## src/hdl/two_phase_cell_state_converter_core_assert.svh

```systemverilog
// assertion macros for the two-phase cell state converter
// expects clk_i and rst_ni in the scope of use
`ifndef TWO_PHASE_CELL_STATE_CONVERTER_CORE_ASSERT_SVH
`define TWO_PHASE_CELL_STATE_CONVERTER_CORE_ASSERT_SVH
`ifndef SYNTH
`define TPCSC_ASSERT(lbl, prop) \
  lbl: assert property (@(posedge clk_i) disable iff (!rst_ni) prop) \
    else $error("tpcsc: assertion failed");
`define TPCSC_ASSERT_NEXT(lbl, ante, cons) \
  lbl: assert property (@(posedge clk_i) disable iff (!rst_ni) ante |=> cons) \
    else $error("tpcsc: assertion failed");
`else
`define TPCSC_ASSERT(lbl, prop)
`define TPCSC_ASSERT_NEXT(lbl, ante, cons)
`endif
`endif

```

## src/hdl/tpcsc_div.sv

```systemverilog
// pipelined restoring divider, one quotient bit per stage, with sideband
// depends on nothing; quotient saturation is left to the caller via ovf_o
module tpcsc_div #(
  parameter int NUM_W  = 48,
  parameter int DEN_W  = 32,
  parameter int Q_W    = 33,
  parameter int SIDE_W = 1
) (
  input  logic              clk_i,
  input  logic              rst_ni,
  input  logic              en_i,
  input  logic              valid_i,
  input  logic [NUM_W-1:0]  num_i,
  input  logic [DEN_W-1:0]  den_i,
  input  logic              neg_i,
  input  logic [SIDE_W-1:0] side_i,
  output logic              valid_o,
  output logic [Q_W-1:0]    quo_o,
  output logic              ovf_o,
  output logic              neg_o,
  output logic [SIDE_W-1:0] side_o
);
  localparam int CMP_W = (NUM_W > DEN_W + Q_W) ? NUM_W : DEN_W + Q_W;

  logic              vld_q  [Q_W+1];
  logic [NUM_W-1:0]  rem_q  [Q_W+1];
  logic [DEN_W-1:0]  den_q  [Q_W+1];
  logic [Q_W-1:0]    quo_q  [Q_W+1];
  logic              ovf_q  [Q_W+1];
  logic              neg_q  [Q_W+1];
  logic [SIDE_W-1:0] side_q [Q_W+1];

  logic ovf_in;
  // quotient would not fit in Q_W bits
  assign ovf_in = CMP_W'(num_i) >= (CMP_W'(den_i) << Q_W);

  always_ff @(posedge clk_i or negedge rst_ni) begin
    if (!rst_ni) begin
      vld_q[0] <= 1'b0;
    end else if (en_i) begin
      vld_q[0] <= valid_i;
    end
  end

  always_ff @(posedge clk_i) begin
    if (en_i) begin
      rem_q[0]  <= num_i;
      den_q[0]  <= den_i;
      quo_q[0]  <= '0;
      ovf_q[0]  <= ovf_in;
      neg_q[0]  <= neg_i;
      side_q[0] <= side_i;
    end
  end

  for (genvar i = 1; i <= Q_W; i++) begin : g_step
    localparam int K = Q_W - i;
    logic [CMP_W-1:0] sub_w;
    logic [CMP_W-1:0] rem_w;
    logic             take_w;

    assign sub_w  = CMP_W'(den_q[i-1]) << K;
    assign rem_w  = CMP_W'(rem_q[i-1]);
    assign take_w = rem_w >= sub_w;

    always_ff @(posedge clk_i or negedge rst_ni) begin
      if (!rst_ni) begin
        vld_q[i] <= 1'b0;
      end else if (en_i) begin
        vld_q[i] <= vld_q[i-1];
      end
    end

    always_ff @(posedge clk_i) begin
      if (en_i) begin
        rem_q[i]  <= take_w ? NUM_W'(rem_w - sub_w) : rem_q[i-1];
        den_q[i]  <= den_q[i-1];
        quo_q[i]  <= {quo_q[i-1][Q_W-2:0], take_w};
        ovf_q[i]  <= ovf_q[i-1];
        neg_q[i]  <= neg_q[i-1];
        side_q[i] <= side_q[i-1];
      end
    end
  end

  assign valid_o = vld_q[Q_W];
  assign quo_o   = quo_q[Q_W];
  assign ovf_o   = ovf_q[Q_W];
  assign neg_o   = neg_q[Q_W];
  assign side_o  = side_q[Q_W];

endmodule

```

## config.mk

```make
export PLATFORM = sky130hd
export DESIGN_NAME = tpcsc_div
export DESIGN_NICKNAME = d
export VERILOG_FILES = /design/src/hdl/two_phase_cell_state_converter_core_assert.svh /design/src/hdl/tpcsc_div.sv
export SDC_FILE = /design/constraint.sdc
export NUM_CORES = 2
export LEC_CHECK = 0
export BUFFER_PORTS_ARGS = -buffer_cell sky130_fd_sc_hd__buf_2
export CORE_UTILIZATION = 55
export DETAILED_ROUTE_END_ITERATION = 10
export PLACE_DENSITY = 0.71
export REMOVE_ABC_BUFFERS = 1
export SLEW_MARGIN = 10
export SYNTH_ARGS = -nofsm -noshare
export SYNTH_HDL_FRONTEND = slang
export SYNTH_SLANG_ARGS = --single-unit
```

## constraint.sdc

```tcl
create_clock -name clk_i -period 4.7 [get_ports clk_i]
set_clock_uncertainty 0.2 [all_clocks]
set_input_delay 0.47 -clock clk_i [delete_from_list [all_inputs] [get_ports clk_i]]
set_output_delay 0.47 -clock clk_i [all_outputs]
set_load 0.005 [all_outputs]
```

==> flow_summary.json <==
{
  "vdd_ir_drop_max_mv": 0.3371,
  "max_freq_mhz": 223.5,
  "drive_gt1_share_pct": 8.922,
  "finalSetupViolations": 0,
  "switching_share_pct": 31.78,
  "worst_pin_slew_ns": 1.199,
  "netSwitchingPower_mw": 30.82,
  "antenna_found_initial": 7,
  "grt_usage_pct": 25.48,
  "cts_tree": "yes",
  "synth.avg_cell_area_sq_um": 12.52,
  "design_area_sq_um": 183100,
  "r2r_cells": 13,
  "p_seq_share_pct": 42.7,
  "grt_pass1_wl_um": 595700,
  "dpl-instance-area_sq_um": 170300,
  "synth_area_sq_um": 164000,
  "grt_overflow": 0,
  "synthTopCellsByArea": "edfxtp_1 60%, ha_1 7.1%, a21oi_1 3.0%",
  "worstSetupStartpointType": "register",
  "combPwrFrac_pct": 28.6,
  "slew_headroom_pct": 19.30,
  "worstPathMaxFanout": 6,
  "r2r_slack_ns": 0.23,
  "timing.rr.end": "rem_q[29][42]$_DFFE_PP_",
  "fin_crit_ns": 4.474,
  "clock-sinks": 3337,
  "grt_max_degree": 121,
  "fp.dieArea_sq_um": 300400,
  "crit_arrival_ns": 4.90,
  "rsz0062_at_grt": "false",
  "initialDrtViolationCount": 9453,
  "synth-edff-count": 3303,
  "fin_ws_ns": 0.2255,
  "synth_cells": 13100,
  "dp_slack_ns": 0.4430,
  "synthFlopType": "edfxtp_1",
  "criticalPathCategory": "reg -> reg",
  "hold_start": "den_i[22]",
  "hpwl_um": 289300,
  "power.density_nw_per_um2": 529.6,
  "drcViolationCount": 0,
  "cp.required_ns": 5.12,
  "synth_seq_cells": 3337,
  "port_buffers": 122,
  "firstDrtPassIters": 7,
  "synth_top_area_cell": "edfxtp_1",
  "viasPerCell": 5.903,
  "coreArea_sq_um": 296800,
  "final-seq-area_sq_um": 100000,
  "hp-class": "in -> reg",
  "place_congestion": 0.9872,
  "status": "finished, final reports clean",
  "synth_seq_area_share_pct": 60.99,
  "power_frac_clock_pct": 28.7,
  "intPower_mw": 66.14,
  "route.vias.total": 105000,
  "synthArstFlopShare_pct": 1.019,
  "maxCapViolCount": 0,
  "hold_depth": 2,
  "initial_core_util_pct": 55.27,
  "ioPinCount": 123,
  "totalPowerFinal_mw": 96.96,
  "yosysTopAreaCellShare_pct": 60.47,
  "setup.worst_path.end_class": "register",
  "syn_to_final_growth_pct": 11.61,
  "clk_latency_ns": 0.96,
  "cts_buffers": 352,
  "die_w_um": 548.1,
  "die_h_um": 548.1,
  "clk_pin_slew_ns": 0.06,
  "tns_ns": 0,
  "root_buffer": "clkbuf_16",
  "finalMaxSlewViolations": 0,
  "fill_cells": 22820,
  "netlist_top_cells_count": "3,303 x edfxtp_1, 1,215 x inv_1, 981 x a21oi_1",
  "cts_max_path_buffers": 4,
  "synth_cell_types": 106,
  "reg2reg_from": "rem_q[28][4]$_DFFE_PP_",
  "postRouteWirelength_um": 388600,
  "cts.repair.resized": 0,
  "leakagePower_nw": 72.16,
  "ant_nets": 0,
  "period_share_pct": 95.20,
  "fin_nets": 14620,
  "rows": 200,
  "wl_per_cell_um": 21.84,
  "yosys.cell_count.top_type": "edfxtp_1",
  "multiInputGateArea_sq_um": 58360,
  "whs_endpoint": "den_q[0][22]$_DFFE_PP_",
  "hold_viol": 0,
  "grt_pass1_vias": 102500,
  "ys_warn_count": 0,
  "ctsHtreeMaxLevel": 5
}
-- registers in the layout (all words and copies together), names as in the netlist --
signal   count
den_q     1056
neg_q       34
ovf_q       34
quo_q      561
rem_q     1584
side_q      34
valid_o      1
vld_q       33
-- worst max path at each step --
stage                                 start                 endpoint  depth (start not counted)  slack (ns)
floorplan            rem_q[26][6]$_DFFE_PP_  rem_q[27][43]$_DFFE_PP_                         14       -0.96
global placement    rem_q[27][16]$_DFFE_PP_   rem_q[28][9]$_DFFE_PP_                          8        0.45
detailed placement  rem_q[27][16]$_DFFE_PP_   rem_q[28][9]$_DFFE_PP_                          8        0.44
CTS                 rem_q[27][16]$_DFFE_PP_  rem_q[28][34]$_DFFE_PP_                         10        0.34
global route        rem_q[27][16]$_DFFE_PP_  rem_q[28][34]$_DFFE_PP_                         13        0.05
finish               rem_q[28][4]$_DFFE_PP_  rem_q[29][42]$_DFFE_PP_                         13        0.23
-- stage by stage --
| stage | util (%) | hold WS [ns] | cells |
|---|---|---|---|
| floorplan | - | -0.02559 | 12820 |
| global placement | 57.37 | 0.2003 | 17040 |
| detailed placement | 57.37 | 0.2045 | 17040 |
| CTS | 61.67 | 0.0001885 | 17790 |
| global route | 61.68 | 0.02279 | 17790 |
| finish | 61.68 | 0.07203 | 17790 |
-- per-layer routing --
layer  wire length, um  part of all wire, %  vias up  global-route usage, %
met5                41                0.011        -                      0
met4             11430                  2.9        6                  7.500
met3             24310                  6.3      702                  3.948
met2            182400                   47     3376                  41.79
met1            170400                   44    51280                  35.23
li1                  -                    -    49670                      -
-- placed cells by master (no fill, tap or decap), drive strengths merged, types with 113 or more instances in the layout --
cell type    count
dlygate4sd3    113
nand2          834
nor3           190
nand4          178
nor2           761
a21o           516
xnor2          499
clkinv         149
nor4           160
mux2           331
edfxtp        3303
buf            287
clkbuf         417
ha             935
inv           1232
nand3          189
nand2b         119
nor2b          132
o21ai          698
xor2           333
a21oi          986
o21bai         118
-- final cells by class --
class                      count  area share (%)
inverter                    1218           2.497
multi-input combinational   8261           31.88
clock inverter               220           1.345
timing repair buffer         400           1.944
clock buffer                 417           4.995
antenna                        2        0.002734
tap                         3939           2.692
sequential                  3337           54.64
-- logic make-up after synthesis --
logic type	Yosys count	synth area share [%]
AOI/OAI and AO/OA	3110	12.04
muxes	366	2.548
and+or+nand+nor	2986	8.937
xor gates and xnor gates	832	4.443
adders and majority gates	967	7.523
buffers and inverters	1505	3.525
DFF	3337	60.99
-- power groups by stage --
| stage | Sequential, mW | Combinational (mW) | Clock, mW |
|---|---|---|---|
| after global placement | 42.0 | 26.5 | 0 |
| after floorplan | 40.3 | 20.5 | 0 |
| after CTS | 41.4 | 27.4 | 28.4 |
| after global routing | 41.8 | 30.7 | 29.5 |
| after detailed placement | 42.0 | 27.1 | 0 |
| final | 41.4 | 27.7 | 27.8 |
-- worst max-delay path, stage by stage (launching register included) --
cell and delay, ns:
edfxtp_1 0.40, inv_1 0.08, ha_1 0.21, fa_1 0.23, nor2b_1 0.06, o21ai_0 0.21
a21boi_0 0.16, o21ai_0 0.44, a21oi_1 0.23, o311ai_0 0.88, nand3_1 0.38, nand3_1 0.36
nand4_1 0.16, xnor2_1 0.17
-- timing repair --
item	CTS	global route
endpoints found under the hold margin	128	0
buffers inserted	0	4
setup endpoints to repair	0	2
hold buffers	114	0
Power figures use the tool's default switching activity.
